--- config.mk ---
export PLATFORM = sky130hd
export DESIGN_NAME = bsf_front
export DESIGN_NICKNAME = d
export VERILOG_FILES = /design/src/hdl/bsf_pkg.sv /design/src/hdl/bsf_front.sv
export SDC_FILE = /design/constraint.sdc
export NUM_CORES = 1
export LEC_CHECK = 0
export ABC_AREA = 1
export BUFFER_PORTS_ARGS = -buffer_cell sky130_fd_sc_hd__buf_2
export CELL_PAD_IN_SITES_DETAIL_PLACEMENT = 0
export CELL_PAD_IN_SITES_GLOBAL_PLACEMENT = 2
export CORE_MARGIN = 1
export CORE_UTILIZATION = 15
export DETAILED_ROUTE_END_ITERATION = 8
export PLACE_DENSITY = 0.93
export SLEW_MARGIN = 20
export SYNTH_ARGS = -nofsm -noshare
export SYNTH_HDL_FRONTEND = slang
export SYNTH_SLANG_ARGS = --single-unit
--- constraint.sdc ---
create_clock -name vclk -period 1.55
set_clock_uncertainty 0.2 [all_clocks]
set_input_delay 0.2325 -clock vclk [all_inputs]
set_output_delay 0.2325 -clock vclk [all_outputs]
set_load 0.02 [all_outputs]
--- src/hdl/bsf_pkg.sv ---
// Shared types, widths and codes for the baseline shadow flagger.
// No dependencies; imported by every module of the block except bsf_ram.
package bsf_pkg;

   localparam int NUM_ANTENNAS = 256;

   localparam int MODE_W  = 2;
   localparam int ANT_W   = 8;
   localparam int COORD_W = 31;
   localparam int DIAM_W  = 20;
   localparam int TOL_W   = 21;

   // Only antennas reachable by an 8-bit index need a table entry.
   localparam int TABLE_DEPTH = (NUM_ANTENNAS < (1 << ANT_W)) ? NUM_ANTENNAS : (1 << ANT_W);
   localparam int ANT_ADDR_W  = $clog2(TABLE_DEPTH);

   // Shadow test widths: magnitude, square, 4*(u^2+v^2), limit, limit squared.
   localparam int MAG_W = COORD_W;
   localparam int SQ_W  = 2 * MAG_W;
   localparam int UV4_W = SQ_W + 3;
   localparam int LIM_W = DIAM_W + 4;
   localparam int LSQ_W = 2 * (LIM_W - 1);

   localparam int QUEUE_DEPTH = 2;
   localparam int QPTR_W      = (QUEUE_DEPTH > 1) ? $clog2(QUEUE_DEPTH) : 1;
   localparam int QCNT_W      = $clog2(QUEUE_DEPTH + 1);

   localparam logic [MODE_W-1:0] MODE_LOAD  = 2'd0;
   localparam logic [MODE_W-1:0] MODE_ROW   = 2'd1;
   localparam logic [MODE_W-1:0] MODE_QUERY = 2'd2;

   typedef enum logic [1:0] {
      OP_LOAD,
      OP_ROW,
      OP_QUERY
   } op_type;

   // One classified beat as it sits in the queue.
   typedef struct packed {
      op_type                op;
      logic                  clear;     // row: wipe the bitmap first
      logic                  row_live;  // row: valid pair, not an autocorrelation
      logic                  ok1;
      logic                  ok2;
      logic [ANT_ADDR_W-1:0] addr1;
      logic [ANT_ADDR_W-1:0] addr2;
      logic [MAG_W-1:0]      u_mag;
      logic [MAG_W-1:0]      v_mag;
      logic                  w_pos;
      logic [DIAM_W-1:0]     diameter;
   } item_type;

   typedef struct packed {
      logic empty;
      logic full;
   } queue_status_type;

endpackage

--- src/hdl/bsf_front.sv ---
// Front end: takes request beats, drops ones with no effect, classifies the rest.
// Depends on bsf_pkg.
module bsf_front import bsf_pkg::*; (
   input  logic                req_valid,
   output logic                req_stall,
   input  logic [MODE_W-1:0]   req_mode,
   input  logic                req_new_timestep,
   input  logic [ANT_W-1:0]    req_first_antenna,
   input  logic [ANT_W-1:0]    req_second_antenna,
   input  logic [COORD_W-1:0]  req_u_component,
   input  logic [COORD_W-1:0]  req_v_component,
   input  logic [COORD_W-1:0]  req_w_component,
   input  logic [DIAM_W-1:0]   req_dish_diameter,
   input  queue_status_type    queue_status,
   output logic                push,
   output item_type            push_item
);

   logic ok1, ok2, keep;

   assign ok1 = ({24'd0, req_first_antenna} < 32'(NUM_ANTENNAS));
   assign ok2 = ({24'd0, req_second_antenna} < 32'(NUM_ANTENNAS));

   always_comb begin
      push_item          = '0;
      keep               = 1'b0;
      push_item.ok1      = ok1;
      push_item.ok2      = ok2;
      push_item.addr1    = req_first_antenna[ANT_ADDR_W-1:0];
      push_item.addr2    = req_second_antenna[ANT_ADDR_W-1:0];
      push_item.u_mag    = req_u_component[COORD_W-1] ? (~req_u_component + 1'b1)
                                                      : req_u_component;
      push_item.v_mag    = req_v_component[COORD_W-1] ? (~req_v_component + 1'b1)
                                                      : req_v_component;
      push_item.w_pos    = !req_w_component[COORD_W-1] && (req_w_component != '0);
      push_item.diameter = req_dish_diameter;
      case (req_mode)
         MODE_LOAD: begin
            push_item.op = OP_LOAD;
            keep         = ok1;
         end
         MODE_ROW: begin
            push_item.op       = OP_ROW;
            push_item.clear    = req_new_timestep;
            push_item.row_live = ok1 && ok2 && (req_first_antenna != req_second_antenna);
            keep               = 1'b1;
         end
         MODE_QUERY: begin
            push_item.op = OP_QUERY;
            keep         = 1'b1;
         end
         default: begin
            push_item.op = OP_LOAD;   // unused mode: beat taken and dropped
            keep         = 1'b0;
         end
      endcase
   end

   assign req_stall = queue_status.full;
   assign push      = req_valid && !queue_status.full && keep;

endmodule

# Yosys cells after proc, flatten, opt, wreduce, memory -nomap -nowiden
# Index checks and enable logic that the tools add are counted.
[word_totals]
word_cells = 20
regBits = 0
output_inout_bits = 107
[op_classes]
addsub = 2
muxes = 5
n_reduce_logical = 8
bitwise = 2
n_eq_ne = 3
[ops]
columns = ["operator", "n"]
rows = [
  ["31-bit by 1-bit adder with 31-bit output, second input constant", 2],
  ["31-bit 2-to-1 mux", 2],
  ["31-bit NOT", 2],
  ["31-bit nonzero test", 1],
  ["8-bit inequality test", 1],
  ["2-bit case mux with 2 select lines", 1],
  ["1-bit logical AND", 3],
  ["3-bit OR reduction", 1],
  ["2-bit by 1-bit equality test with 1-bit output, second input constant", 1],
  ["2-bit equality test, second input constant", 1],
  ["1-bit logical NOT", 2],
  ["2-bit logical NOT", 1],
  ["2-bit 2-to-1 mux", 1],
  ["1-bit 2-to-1 mux", 1],
]

# Longest topological paths before layout
[depth]
depth_word = 4
mapped_depth = 9
depth_no_buf = 9

# Worst setup path after synthesis
# No wires, ideal clock.
[synth_path]
path_type = "input-to-output"
from = "input req_u_component[1]"
to = "output push_item[82] in the netlist's numbering"
slack_ns = -0.189
stages = 6
arrival_ns = 1.306
path_buffers = 0
path_cell_list = "inv_2 ha_1 nand3_2 nor2_4 nand3b_1 nor3_1"
[synth_rtl]
columns = ["element", "line_no", "rtl"]
rows = [
  ["start, declared", "bsf_front.sv:10", "input logic [COORD_W-1:0] req_u_component,"],
  ["end, declared", "bsf_front.sv:16", "output item_type push_item"],
]

==> metrics.txt <==
site row count 46; most frequent cell on the critical path sky130_fd_sc_hd__nor2_4; power per cell area approximately 300 mW/mm²; total power consumption of the routed design between 1.5 and 2 mW; detailed-route DRC error count 0; share of the synthesized area in the top cell type roughly 25%; DP Area 0.00412 mm²; Final nets a little under 900; multiplexer share of the synthesized area 0%; Core Region between 0.015 and 0.02 mm²; nature of the critical path startpoint input pin; arrival time reported for the critical path endpoint 1380 ps; via count of the first global-routing pass between 3k and 4k; Antenna Diode Count 0; first-pass GRT wire length 15800 µm; sequential cell area fraction in the yosys report 0%; number of hold violations in the final report 0; Adder-Cell Fraction of Synth Area 1.00%; endpoint type of the worst setup path output port; final worst path period need 1810 ps; Pins Over Slew Limit 0; max incr delay on CP around 160 ps; Post-Synth XOR/XNOR Area approximately 13%; I/O pin cnt about 240; final setup violation count 54; sequential cell count of the final layout 0; max capacitance violation total 0; violated checks setup timing; P_leak 2.68 nW; Post-Synthesis Cell Area approximately 0.0025 mm²; Vias/cell between 4 and 5; flip-flop and latch area 0 µm²; count of hold buffers inserted by post-cts repair 0; number of port buffers about 200; initial cell density of the core between 10% and 20%; post-synthesis cell type with the largest combined area sky130_fd_sc_hd__nand2_1; die boundary height roughly 130 µm; final-layout clock buffer total 0; Area contributors post-synth sky130_fd_sc_hd__nand2_1 25%, sky130_fd_sc_hd__nor2_1 16%, sky130_fd_sc_hd__buf_4 13%; Fmax achieved ~550 MHz; first drt pass iteration count 4; setup slack after placement -324 ps; vias after detailed routing around 3.9k; share of post-route cells with drive strength above 1 62.5%; number of instances in the synthesized netlist 491; global placement routability congestion slightly above 0.8; detailed placement HPWL about 8700 µm; combinational family with the most area after synthesis simple AND/OR/NAND/NOR gates; critical-path cell list buf_8 > inv_8 > ha_4 > nand3_4 > nor2_4 > buf_6 > nor2_4 > nor2_4 > nand2_1 > nand2_1 > nand2_2 > buf_6; Iteration-0 DRC Markers between 100 and 150; WP buf/inv 4; Avg WL per Cell roughly 11 µm; run status finished with violations; Total Wirelength 11100 µm; total global routing overflow 0; classification of the worst-slack hold path in2out; Compound-Gate Fraction of Synth Area between 4 and 5%; pin count of the biggest net entering global routing 14; residual antenna-violating net count after detailed routing 0; unrepaired setup endpoints after global routing true; post-route cell area 0.00552 mm²; post-synthesis cell type count 27; antenna violations before repair 0; family with the most delay on the worst path simple AND/OR/NAND/NOR gates; Req. time, crit path 1120 ps; IR drop worst, VDD roughly 0.00018 V; final cycle utilization of the critical path 117%; cell type of the slowest stage on the worst timing path sky130_fd_sc_hd__nor2_4; fraction of the mapped netlist area in simple logic gates between 60 and 70%; Yosys warnings 0; Total Die Area around 0.017 mm²; smallest setup slack after layout -261 ps; die span in x about 130 µm; critical path type in2out; crit-path max FO 5; Syn-to-layout area delta 121%; Post-Syn Area per Cell between 5 and 6 µm²; overall global routing resource usage 11.3%
-- cell usage after synthesis (5+ instances only) --
cell type and n:
sky130_fd_sc_hd__nand3_1 29, sky130_fd_sc_hd__nor2_4 6, sky130_fd_sc_hd__nand3b_1 10, sky130_fd_sc_hd__nand2_1 164, sky130_fd_sc_hd__a21oi_1 6, sky130_fd_sc_hd__inv_1 33, sky130_fd_sc_hd__inv_2 5, sky130_fd_sc_hd__nor2_1 104
sky130_fd_sc_hd__nor2_2 8, sky130_fd_sc_hd__xnor2_1 23, sky130_fd_sc_hd__buf_4 43, sky130_fd_sc_hd__xor2_1 13, sky130_fd_sc_hd__nand4_1 10, sky130_fd_sc_hd__o21ai_0 12
-- report_power, final --
part | internal, mW | leakage, nW | switching, mW
logic | 0.785 | 2.68 | 0.870
clock network | 0 | 0 | 0
registers | 0 | 0 | 0
-- per-layer routing --
layer | track usage [%] | vias up | part of all wire, %
met5 | 0 | - | 0
met4 | 1.15 | 0 | 0.65
met3 | 0.852 | 4 | 6.4
met2 | 21.8 | 158 | 54
met1 | 13.8 | 1738 | 39
li1 | - | 2003 | -
-- stage by stage --
| step | instances | util [%] | TNS (ps) | hold WS, ps |
|---|---|---|---|---|
| 3_3_place_gp | 939 | 25.7 | -10130 | 265 |
| 4_1_cts | 947 | 29.9 | -6940 | 265 |
| 2_1_floorplan | 492 | - | 0 | 342 |
| 5_1_grt | 966 | 34.4 | -11530 | 265 |
| 6_report | 966 | 34.4 | -8220 | 265 |
| 3_5_place_dp | 939 | 25.7 | -10130 | 265 |
-- area by class of cell --
type                       count  area (µm²)
tap                          216         270
multi-input combinational    406        2740
fill                        1698       10500
inverter                      39         179
timing repair buffer         305        2330
-- layout by cell type, fill, tap and decap left out, types with 2 or more instances in the layout --
cell                       instances
sky130_fd_sc_hd__inv_4             3
sky130_fd_sc_hd__xor2_2            2
sky130_fd_sc_hd__ha_4              2
sky130_fd_sc_hd__nand4_1          10
sky130_fd_sc_hd__o21ai_0           5
sky130_fd_sc_hd__nand3_1          20
sky130_fd_sc_hd__buf_12            4
sky130_fd_sc_hd__buf_4           109
sky130_fd_sc_hd__o21ai_1           3
sky130_fd_sc_hd__buf_6            66
sky130_fd_sc_hd__nand2_1         118
sky130_fd_sc_hd__nand3_4           8
sky130_fd_sc_hd__o21ai_4           2
sky130_fd_sc_hd__inv_1            30
sky130_fd_sc_hd__nor2_1           53
sky130_fd_sc_hd__nor2_4           39
sky130_fd_sc_hd__xnor2_2           8
sky130_fd_sc_hd__o21ai_2           5
sky130_fd_sc_hd__nand3_2           4
sky130_fd_sc_hd__inv_2             3
sky130_fd_sc_hd__nand2_2          42
sky130_fd_sc_hd__a21oi_1           3
sky130_fd_sc_hd__nor2_8            3
sky130_fd_sc_hd__conb_1            2
sky130_fd_sc_hd__nor2_2           26
sky130_fd_sc_hd__nand2_4           9
sky130_fd_sc_hd__buf_2           120
sky130_fd_sc_hd__xnor2_1          15
sky130_fd_sc_hd__xor2_1           11
sky130_fd_sc_hd__a21oi_4           2
sky130_fd_sc_hd__buf_8             6
sky130_fd_sc_hd__nand3b_1         10
-- final timing paths --
check	from	endpoint	slack (ps)	depth (start not counted)
worst max-delay path	req_u_component[1]	push_item[80]	-260	12
worst min-delay path	req_dish_diameter[14]	push_item[14]	270	0
-- timing repair --
item | CTS | global route
gates resized for setup | 187 | 170
gates cloned | 0 | 0
pin swaps | 58 | 80
setup buffers | 9 | 23
endpoints found under the setup margin | 55 | 57
-- cell families (layout without fill, tap and decap cells) --
kind of cell | after synthesis | after routing
AOI/OAI and AO/OA | 22 | 22
xor gates and xnor gates | 36 | 36
adders and majority gates | 2 | 2
buffers and inverters | 86 | 344
other | 1 | 2
and+or+nand+nor | 344 | 344
No activity file was read; power rests on OpenSTA's default activity.
