[config.mk]
export PLATFORM = sky130hd
export DESIGN_NAME = bsf_queue
export DESIGN_NICKNAME = d
export VERILOG_FILES = /design/src/hdl/bsf_pkg.sv /design/src/hdl/bsf_queue.sv
export SDC_FILE = /design/constraint.sdc
export NUM_CORES = 1
export LEC_CHECK = 0
export ABC_CLOCK_PERIOD_IN_PS = 16300
export CAP_MARGIN = 20
export CORE_MARGIN = 1
export CORE_UTILIZATION = 55
export CTS_BUF_LIST = sky130_fd_sc_hd__clkbuf_4
export CTS_CLUSTER_DIAMETER = 100
export DETAILED_ROUTE_END_ITERATION = 12
export DONT_BUFFER_PORTS = 1
export PLACE_DENSITY = 0.72
export SLEW_MARGIN = 20
export SYNTH_ARGS = -nofsm -noshare
export SYNTH_HDL_FRONTEND = slang
export SYNTH_SLANG_ARGS = --single-unit
[constraint.sdc]
create_clock -name clock -period 16.3 [get_ports clock]
set_clock_uncertainty 0.05 [all_clocks]
set_input_delay 0.815 -clock clock [delete_from_list [all_inputs] [get_ports clock]]
set_output_delay 0.815 -clock clock [all_outputs]
set_load 0.1 [all_outputs]
[src/hdl/bsf_pkg.sv]
// Shared types, widths and codes for the baseline shadow flagger.
// No dependencies; imported by every module of the block except bsf_ram.
package bsf_pkg;

   localparam int NUM_ANTENNAS = 256;

   localparam int MODE_W  = 2;
   localparam int ANT_W   = 8;
   localparam int COORD_W = 31;
   localparam int DIAM_W  = 20;
   localparam int TOL_W   = 21;

   // Only antennas reachable by an 8-bit index need a table entry.
   localparam int TABLE_DEPTH = (NUM_ANTENNAS < (1 << ANT_W)) ? NUM_ANTENNAS : (1 << ANT_W);
   localparam int ANT_ADDR_W  = $clog2(TABLE_DEPTH);

   // Shadow test widths: magnitude, square, 4*(u^2+v^2), limit, limit squared.
   localparam int MAG_W = COORD_W;
   localparam int SQ_W  = 2 * MAG_W;
   localparam int UV4_W = SQ_W + 3;
   localparam int LIM_W = DIAM_W + 4;
   localparam int LSQ_W = 2 * (LIM_W - 1);

   localparam int QUEUE_DEPTH = 2;
   localparam int QPTR_W      = (QUEUE_DEPTH > 1) ? $clog2(QUEUE_DEPTH) : 1;
   localparam int QCNT_W      = $clog2(QUEUE_DEPTH + 1);

   localparam logic [MODE_W-1:0] MODE_LOAD  = 2'd0;
   localparam logic [MODE_W-1:0] MODE_ROW   = 2'd1;
   localparam logic [MODE_W-1:0] MODE_QUERY = 2'd2;

   typedef enum logic [1:0] {
      OP_LOAD,
      OP_ROW,
      OP_QUERY
   } op_type;

   // One classified beat as it sits in the queue.
   typedef struct packed {
      op_type                op;
      logic                  clear;     // row: wipe the bitmap first
      logic                  row_live;  // row: valid pair, not an autocorrelation
      logic                  ok1;
      logic                  ok2;
      logic [ANT_ADDR_W-1:0] addr1;
      logic [ANT_ADDR_W-1:0] addr2;
      logic [MAG_W-1:0]      u_mag;
      logic [MAG_W-1:0]      v_mag;
      logic                  w_pos;
      logic [DIAM_W-1:0]     diameter;
   } item_type;

   typedef struct packed {
      logic empty;
      logic full;
   } queue_status_type;

endpackage

[src/hdl/bsf_queue.sv]
// Short queue of classified beats between front and back end.
// Depends on bsf_pkg.
module bsf_queue import bsf_pkg::*; (
   input  logic             clock,
   input  logic             reset,
   input  logic             push,
   input  item_type         push_item,
   input  logic             pop,
   output item_type         head_item,
   output queue_status_type queue_status
);

   item_type            entries_ff [QUEUE_DEPTH];
   logic [QPTR_W-1:0]   wr_ptr_ff, wr_ptr_in;
   logic [QPTR_W-1:0]   rd_ptr_ff, rd_ptr_in;
   logic [QCNT_W-1:0]   count_ff, count_in;

   function automatic logic [QPTR_W-1:0] next_ptr(input logic [QPTR_W-1:0] ptr);
      if (ptr == QPTR_W'(QUEUE_DEPTH - 1)) begin
         return '0;
      end
      return ptr + 1'b1;
   endfunction

   always_comb begin
      wr_ptr_in = push ? next_ptr(wr_ptr_ff) : wr_ptr_ff;
      rd_ptr_in = pop ? next_ptr(rd_ptr_ff) : rd_ptr_ff;
      count_in  = count_ff + QCNT_W'(push) - QCNT_W'(pop);
   end

   always_ff @(posedge clock) begin
      if (reset) begin
         wr_ptr_ff <= '0;
         rd_ptr_ff <= '0;
         count_ff  <= '0;
      end else begin
         wr_ptr_ff <= wr_ptr_in;
         rd_ptr_ff <= rd_ptr_in;
         count_ff  <= count_in;
      end
      if (push) begin
         entries_ff[wr_ptr_ff] <= push_item;
      end
   end

   assign head_item          = entries_ff[rd_ptr_ff];
   assign queue_status.empty = (count_ff == '0);
   assign queue_status.full  = (count_ff == QCNT_W'(QUEUE_DEPTH));

endmodule

Word level (Yosys, flattened, before mapping)
Memories as Yosys holds them, arrays and structs flattened. A register that Yosys moved wholly into a read port is not among the register bits. Index checks and enable logic that the tools add are counted.

$add $sub $neg: 4. Equal/unequal tests: 1. Mux-type cells: 10. Reductions and logical operators: 1.

Operators by type and width (number): 2-to-1 mux 1 bit (10); adder 1 bit (second input constant) (2); adder 2 x 1 -> 2 bit (1); equality test 2 bit (second input constant) (1); logical NOT 2 bit (1); subtractor 2 x 1 -> 2 bit (1).

Output and inout port bits: 107. Register bits: 4. Bits of input ports: 109. Memories: 1. Bits in writable memories: 210.

Memory list: entries_ff (words 2, width 105, read ports 1, clocked after Yosys merged registers in 1, write ports 1, line bsf_queue.sv:13) `item_type entries_ff [QUEUE_DEPTH];`.

Longest topological paths before layout
Gate-level depths: netlist of run 1.

Depth in word-level cells: 4. Gate-level depth with buffers: 6. Depth with buffers taken out: 6.

Least setup slack after synthesis of run 1
OpenSTA, ideal clock, no wires.

Kind: input-to-reg. Start point: input push. End point: memory entries_ff[0][0] (netlist bit), enable pin. Slack: 10.287 ns. Path buffers: 0. Data required time: 15.668 ns. Data arrival time: 5.381 ns. Library setup time: 0.582 ns. Cell stages on the path: 1. Path through: nor2b_1.

Longest elaborated chain between the ends: 2.

Ends and longest elaborated chain: start, declared (line bsf_queue.sv:6) `input logic push,`; 2-to-1 mux 1 bit (line bsf_queue.sv:41) `if (push) begin`; 2-to-1 mux 1 bit (not written as such) (line bsf_queue.sv:42) `entries_ff[wr_ptr_ff] <= push_item;`; end, declared (line bsf_queue.sv:13).

Every way passes these cells.

==> metrics.json, run 1 <==
{
  "final_net_count": {"value": 504},
  "antenna-diode-count": {"value": 0},
  "postCtsResizedCells": {"value": 0},
  "synth_nets": {"value": 459},
  "cts_hold_repair.buffers": {"value": 0},
  "cts_buffers": {"value": 51},
  "cts_root_buffer": {"value": "sky130_fd_sc_hd__clkbuf_4"},
  "grt_pass1_wl": {"value": 17.60, "unit": "mm"},
  "crit_required": {"value": 15.44, "unit": "ns"},
  "detailroute.via_count": {"value": 3237},
  "first_global_vias": {"value": 3446},
  "leak_pwr": {"value": 3.040, "unit": "nW"},
  "cts.clk_slew.worst_paths": {"value": 0.07, "unit": "ns"},
  "timing_hold_violations_final": {"value": 0},
  "worstHoldPathCells": {"value": 1},
  "place.detailed.instances": {"value": 520},
  "max_clock_freq": {"value": 260.3, "unit": "MHz"},
  "grt_most_used_layer": {"value": "met2"},
  "minimum_clock_period": {"value": 3.842, "unit": "ns"},
  "syn_inst": {"value": 348},
  "htree_num_levels": {"value": 2},
  "grt_use_met2": {"value": 25.49, "unit": "%"},
  "post_layout_nonfiller_instances": {"value": 602},
  "flow.area_growth_from_synthesis": {"value": 8.882, "unit": "%"},
  "dpl_cell_area": {"value": 8167, "unit": "µm²"},
  "hold-worst-slack": {"value": 0.2169, "unit": "ns"},
  "fp.dieArea": {"value": 15110, "unit": "µm²"},
  "gr-usage-met1": {"value": 16.21, "unit": "%"},
  "met3_track_demand_over_resource_in_global_routing": {"value": 10.29, "unit": "%"},
  "timing_worst_slew_pin_value": {"value": 1.086, "unit": "ns"},
  "worst-path-max-fanout": {"value": 59},
  "post-cts-setup-buffer-count": {"value": 0},
  "maxSlewViolCount": {"value": 0},
  "layout_commonest_cell": {"value": "sky130_fd_sc_hd__edfxtp_1"},
  "r2r.worst_path.cells": {"value": 2},
  "min_from": {"value": "reset"},
  "finalSetupViolCount": {"value": 0},
  "cts_tree": {"value": "built"},
  "mappedNetlistArea": {"value": 8044, "unit": "µm²"},
  "placeableCoreArea": {"value": 14100, "unit": "µm²"},
  "grt_util_overall": {"value": 15.94, "unit": "%"},
  "port_buffers": {"value": 0},
  "gp_congestion": {"value": 0.6755},
  "antenna_found_initial": {"value": 0},
  "die-height": {"value": 122.9, "unit": "µm"},
  "drive_gt1_share": {"value": 45.26, "unit": "%"},
  "die_width": {"value": 122.9, "unit": "µm"},
  "crit-reg2reg-launch": {"value": "wr_ptr_ff"},
  "post_route_core_utilization": {"value": 62.13, "unit": "%"},
  "rows": {"value": 43},
  "cts.sink_count": {"value": 215},
  "routedWlPerCell": {"value": 20.34, "unit": "µm"},
  "timing.max_slew.rel_slack": {"value": 27.50, "unit": "%"},
  "rrSetupSlack": {"value": 14.04, "unit": "ns"},
  "drt-initial-drc-count": {"value": 200},
  "grt_max_degree": {"value": 60},
  "detailedRoute.firstPassIterationCount": {"value": 4},
  "path_class": {"value": "reg2out"},
  "drv.max_cap_violation_count": {"value": 0},
  "run_status": {"value": "complete, no violations"},
  "setup_total_negative_slack": {"value": 0, "unit": "ns"},
  "irDropWorstVdd": {"value": 0.09905, "unit": "mV"},
  "route.antenna.remaining_nets": {"value": 0},
  "cts-root-to-sink-buffers": {"value": 3},
  "yosysUniqueCellTypes": {"value": 15},
  "globalRouteOverflowTotal": {"value": 0},
  "synth_seq_area_share": {"value": 79.64, "unit": "%"},
  "viasPerCell": {"value": 5.377},
  "hpwl": {"value": 7.913, "unit": "mm"},
  "syn_area_per_cell": {"value": 23.11, "unit": "µm²"},
  "layout.cells.most_common_list": {"value": "sky130_fd_sc_hd__edfxtp_1, sky130_fd_sc_hd__clkbuf_4, sky130_fd_sc_hd__mux2_2, sky130_fd_sc_hd__mux2_4, sky130_fd_sc_hd__clkinv_1"},
  "clk_latency": {"value": 0.61, "unit": "ns"},
  "sort_of_element_at_the_start_of_the_critical_path": {"value": "flip-flop"},
  "total_i_o_pin_count": {"value": 216},
  "drt_drc_violations_left": {"value": 0},
  "critical_path_arrival": {"value": 2.98, "unit": "ns"},
  "timing.final.crit_share": {"value": 23.57, "unit": "%"},
  "endpoint_kind": {"value": "primary output"},
  "ys_seq_elements": {"value": 215},
  "holdCritPathClass": {"value": "in2reg"},
  "detail_route.wirelength": {"value": 12.24, "unit": "mm"},
  "power_per_cell_area": {"value": 154.6, "unit": "nW/µm²"},
  "initial_core_utilization": {"value": 57.07, "unit": "%"},
  "layout.cell_area.non_filler": {"value": 8758, "unit": "µm²"},
  "yosys_warnings": {"value": 0},
  "unrepaired_setup_endpoints_after_global_routing": {"value": "false"}
}
[power by group]
part	internal, mW	leakage, nW	total (mW)	switching [mW]
sequential	0.646	2.01	0.659	0.0126
clock	0.208	0.361	0.389	0.182
combinational	0.0464	0.667	0.306	0.260
total	0.900	3.04	1.35	0.454
[flip-flops by register name, summed over array words and instances (netlist names), named ones only]
name	count
count_ff	2
wr_ptr_ff	1
rd_ptr_ff	1
entries_ff	210
[cells in the mapped netlist, drive strengths merged]
| master | count | area share [%] |
|---|---|---|
| mux2 | 105 | 17 |
| edfxtp | 210 | 78 |
| and2 | 1 | 0.078 |
| nor2b | 3 | 0.23 |
| ha | 2 | 0.31 |
| dfxtp | 5 | 1.2 |
| xnor2 | 2 | 0.22 |
| inv | 2 | 0.093 |
| nor2 | 5 | 0.23 |
| xnor3 | 1 | 0.28 |
| buf | 12 | 1.9 |
[cell type report]
cell class,count,area [µm²]
inverter,2,7.507
fill,1008,5338
sequential,215,6410
timing repair buffer,4,30.03
clock buffer,75,563.0
clock inverter,7,28.78
tap,180,225.2
multi-input combinational,119,1494
[stage by stage]
step | worst slack [ns] | power (mW)
floorplan | 10.29 | 0.9697
global placement | 13.06 | 0.9762
detailed placement | 13.04 | 0.9795
CTS | 12.36 | 1.371
global route | 12.24 | 1.402
finish | 12.46 | 1.354
[metal layers]
metal,up-vias,wire (µm)
li1,1486,-
met1,1550,4204
met2,180,5946
met3,21,1867
met4,0,223
met5,-,0
[path summary, 6_finish.rpt]
| check | to |
|---|---|
| min reg2reg | rd_ptr_ff |
| max reg2reg | entries_ff[1][28] |
| max | head_item[30] |
| min | wr_ptr_ff |
[kinds of logic after synthesis]
kind of cell / after synthesis / synth area share (%)
flip-flops: 215 / 79.64
multiplexers: 105 / 17.03
buffers and inverters: 14 / 1.975
AND/OR/NAND/NOR: 9 / 0.5445
XOR/XNOR: 3 / 0.4978
adder cells (fa/ha/maj): 2 / 0.3110
[worst max-delay path: stages, from the launching register on]
cell and delay, ns:
sky130_fd_sc_hd__dfxtp_4 0.72, sky130_fd_sc_hd__buf_4 0.87, sky130_fd_sc_hd__mux2_2 0.68
Note: power is estimated with default switching activity, not from simulation.
==> run 2: changes to the inputs <==
--- a/config.mk
+++ b/config.mk
@@ -5,7 +5,8 @@
 export SDC_FILE = /design/constraint.sdc
 export NUM_CORES = 1
 export LEC_CHECK = 0
-export ABC_CLOCK_PERIOD_IN_PS = 16300
+export ABC_AREA = 1
+export ABC_CLOCK_PERIOD_IN_PS = 3200
 export CAP_MARGIN = 20
 export CORE_MARGIN = 1
 export CORE_UTILIZATION = 55
@@ -13,7 +14,7 @@
 export CTS_CLUSTER_DIAMETER = 100
 export DETAILED_ROUTE_END_ITERATION = 12
 export DONT_BUFFER_PORTS = 1
-export PLACE_DENSITY = 0.72
+export PLACE_DENSITY = 0.75
 export SLEW_MARGIN = 20
 export SYNTH_ARGS = -nofsm -noshare
 export SYNTH_HDL_FRONTEND = slang
==> constraint.sdc (replaced) <==
create_clock -name clock -period 3.2 [get_ports clock]
set_clock_uncertainty 0.05 [all_clocks]
set_input_delay 0.16 -clock clock [delete_from_list [all_inputs] [get_ports clock]]
set_output_delay 0.16 -clock clock [all_outputs]
set_load 0.1 [all_outputs]
==> run 2 against run 1 <==
Setup slack got worse by 12 ns. Flip-flop and latch count unchanged. Combinational power increased to 5.3 times the previous value. Sequential share of layout area decreased by 8.9 points. Register-to-register slack got worse by 13 ns. Critical path type unchanged. Highest routed layer unchanged.
==> metrics.json, run 2 <==
{
  "hold-worst-slack": {"value": 0.05380, "unit": "ns"},
  "route.antenna.remaining_nets": {"value": 0},
  "synth_nets": {"value": 469},
  "cts.clk_slew.worst_paths": {"value": 0.06, "unit": "ns"},
  "layout.cell_area.non_filler": {"value": 9965, "unit": "µm²"},
  "yosys-top-cells-area": {"value": "sky130_fd_sc_hd__edfxtp_1, sky130_fd_sc_hd__mux2_4, sky130_fd_sc_hd__mux2_2, sky130_fd_sc_hd__buf_12, sky130_fd_sc_hd__dfxtp_1"},
  "grt_pass1_wl": {"value": 21.19, "unit": "mm"},
  "finalSetupViolCount": {"value": 0},
  "drv.max_cap_violation_count": {"value": 0},
  "gp_congestion": {"value": 0.7081},
  "worstPathCellList": {"value": "buf_4 > mux2_2"},
  "cts-root-to-sink-buffers": {"value": 3},
  "routedWlPerCell": {"value": 19.79, "unit": "µm"},
  "antenna_found_initial": {"value": 2},
  "final_net_count": {"value": 625},
  "cts_buffers": {"value": 51},
  "run_status": {"value": "complete, no violations"},
  "cts_tree": {"value": "built"},
  "async_flop_share": {"value": 0, "unit": "%"},
  "synth_top_area_cell": {"value": "sky130_fd_sc_hd__edfxtp_1"},
  "multi_input_gate_area": {"value": 1476, "unit": "µm²"},
  "layout_top_registers": {"value": "entries_ff (210), count_ff (2)"},
  "layout.cells.most_common_list": {"value": "sky130_fd_sc_hd__edfxtp_1, sky130_fd_sc_hd__dlygate4sd3_1, sky130_fd_sc_hd__clkbuf_4, sky130_fd_sc_hd__mux2_2, sky130_fd_sc_hd__mux2_4"},
  "post-cts-setup-buffer-count": {"value": 0},
  "yosys_warnings": {"value": 0},
  "mappedNetlistArea": {"value": 8051, "unit": "µm²"},
  "irDropWorstVdd": {"value": 0.5164, "unit": "mV"},
  "netsw": {"value": 2.349, "unit": "mW"},
  "die_width": {"value": 123.0, "unit": "µm"},
  "timing_hold_violations_final": {"value": 0},
  "dpl_cell_area": {"value": 8207, "unit": "µm²"},
  "nFillCells": {"value": 854},
  "crit_path_max_incr_delay": {"value": 0.62, "unit": "ns"},
  "max_reg_flops": {"value": 210},
  "ys.flop_type": {"value": "sky130_fd_sc_hd__edfxtp_1"},
  "power_per_cell_area": {"value": 708.5, "unit": "nW/µm²"},
  "finalWorstSetupSlack": {"value": 0.6972, "unit": "ns"},
  "placeableCoreArea": {"value": 14100, "unit": "µm²"},
  "max_flop_register": {"value": "entries_ff"},
  "die-height": {"value": 123.0, "unit": "µm"},
  "minimum_clock_period": {"value": 2.503, "unit": "ns"},
  "timing.final.crit_share": {"value": 78.21, "unit": "%"},
  "initial_core_utilization": {"value": 57.12, "unit": "%"},
  "viasPerCell": {"value": 5.276},
  "p_sw_share": {"value": 33.27, "unit": "%"},
  "setup_total_negative_slack": {"value": 0, "unit": "ns"},
  "ys_top_cells_by_count": {"value": "sky130_fd_sc_hd__edfxtp_1, sky130_fd_sc_hd__mux2_2, sky130_fd_sc_hd__mux2_4"},
  "yosysUniqueCellTypes": {"value": 16},
  "drive_gt1_share": {"value": 34.77, "unit": "%"},
  "synth_largest_type_area_fraction": {"value": 78.32, "unit": "%"},
  "timing.max_slew.rel_slack": {"value": 25.15, "unit": "%"},
  "post-place-ws": {"value": 1.331, "unit": "ns"},
  "cts_root_buffer": {"value": "sky130_fd_sc_hd__clkbuf_4"},
  "maxSlewViolCount": {"value": 0},
  "clk_latency": {"value": 0.61, "unit": "ns"},
  "port_buffers": {"value": 0},
  "detailedRoute.firstPassIterationCount": {"value": 4},
  "first_global_vias": {"value": 4221},
  "grt_max_degree": {"value": 64},
  "syn_inst": {"value": 358},
  "worst_path_max_delay_cell": {"value": "sky130_fd_sc_hd__mux2_2"},
  "flow.area_growth_from_synthesis": {"value": 23.76, "unit": "%"},
  "syn_area_per_cell": {"value": 22.49, "unit": "µm²"},
  "ys_seq_elements": {"value": 215},
  "post_route_core_utilization": {"value": 70.69, "unit": "%"},
  "power.clock.fraction": {"value": 30.3, "unit": "%"},
  "detailroute.via_count": {"value": 3883},
  "yosys.cell_count.top_type": {"value": "sky130_fd_sc_hd__edfxtp_1"},
  "seq_area": {"value": 6410, "unit": "µm²"},
  "crit_required": {"value": 2.99, "unit": "ns"},
  "drt-initial-drc-count": {"value": 182},
  "holdCritPathClass": {"value": "in2reg"},
  "max_clock_freq": {"value": 399.6, "unit": "MHz"},
  "path_class": {"value": "reg2out"},
  "finalPower": {"value": 7.060, "unit": "mW"},
  "globalRouteOverflowTotal": {"value": 0},
  "unrepaired_setup_endpoints_after_global_routing": {"value": "false"},
  "cell_internal_pwr": {"value": 4.711, "unit": "mW"},
  "timing_worst_slew_pin_value": {"value": 1.122, "unit": "ns"},
  "endpoint_kind": {"value": "primary output"},
  "fp.dieArea": {"value": 15130, "unit": "µm²"},
  "layout_commonest_cell": {"value": "sky130_fd_sc_hd__edfxtp_1"},
  "drt_drc_violations_left": {"value": 0},
  "htree_num_levels": {"value": 2},
  "post_layout_nonfiller_instances": {"value": 736},
  "synth_seq_area_share": {"value": 79.56, "unit": "%"},
  "grt_util_overall": {"value": 18.94, "unit": "%"},
  "synth-edff-count": {"value": 210},
  "cts.sink_count": {"value": 215},
  "sort_of_element_at_the_start_of_the_critical_path": {"value": "flip-flop"},
  "detail_route.wirelength": {"value": 14.57, "unit": "mm"},
  "seq_power_share": {"value": 46.9, "unit": "%"},
  "share_comb_of_total_power": {"value": 22.8, "unit": "%"},
  "place.detailed.instances": {"value": 531},
  "rrSetupSlack": {"value": 1.34, "unit": "ns"},
  "critical_path_arrival": {"value": 2.29, "unit": "ns"},
  "total_i_o_pin_count": {"value": 216},
  "worst-path-max-fanout": {"value": 30},
  "rows": {"value": 43},
  "hpwl": {"value": 8.219, "unit": "mm"},
  "leak_pwr": {"value": 3.562, "unit": "nW"}
}
[run 2: cell count changes in the layout (fill, tap and decap cells not counted), sizes merged, moves of 3 or more]
cell	before	now
dlygate4sd3	0	110
nand2	0	4
clkinv	7	17
nor2b	3	0
nor2	5	8
inv	2	11
[run 2: power groups by stage]
stage	sequential (mW)	clock, mW	combinational (mW)
finish	3.31	2.14	1.61
global placement	3.36	0	1.47
detailed placement	3.37	0	1.48
global route	3.32	2.35	1.65
floorplan	3.35	0	1.43
CTS	3.31	2.17	1.61
[run 2: final cells by class]
cell class,count,area share (%)
antenna,1,0.02511
clock inverter,21,1.067
sequential,215,64.33
multi-input combinational,123,14.82
clock buffer,73,5.500
timing repair buffer,115,11.68
inverter,8,0.3265
tap,180,2.260
[run 2: kinds of logic (layout without fill, tap and decap cells)]
kind of cell,count (synthesis),count (layout),share of synthesized area (%)
buf+inv,20,217,2.253
xor+xnor,1,1,0.1088
fa+ha+maj,2,2,0.3108
compound gates,1,1,0.06210
flops,215,215,79.56
mux,105,105,17.02
other cells,0,1,0
simple gates,14,14,0.6836
[run 2: worst max-delay path, delay by kind of cell, from the launching register on]
kind	cells	cell delay, ns
flip-flops	1	0.54
multiplexers	1	0.62
buffers and inverters	1	0.49
[run 2: final timing paths]
path / from / end / depth (start not counted)
worst max-delay path: flip-flop / head_item[46] / 2
worst min-delay path: push / entries_ff[1][2] / 2
worst max register to register: count_ff[0] / count_ff[0] / 7
worst min register to register: wr_ptr_ff / wr_ptr_ff / 2
[run 2: repair_timing]
action	in CTS	in global routing
hold endpoints to repair	215	0
hold buffers	110	0
gates resized for setup	0	0
endpoints found under the setup margin	0	0
[run 2: metal layers]
metal,track usage (%),wire length (µm),share of wire (%)
met3,8.026,1499,10
met2,32.69,7442,51
met5,0,0,0
met1,20.00,5307,36
met4,8.886,316,2.2
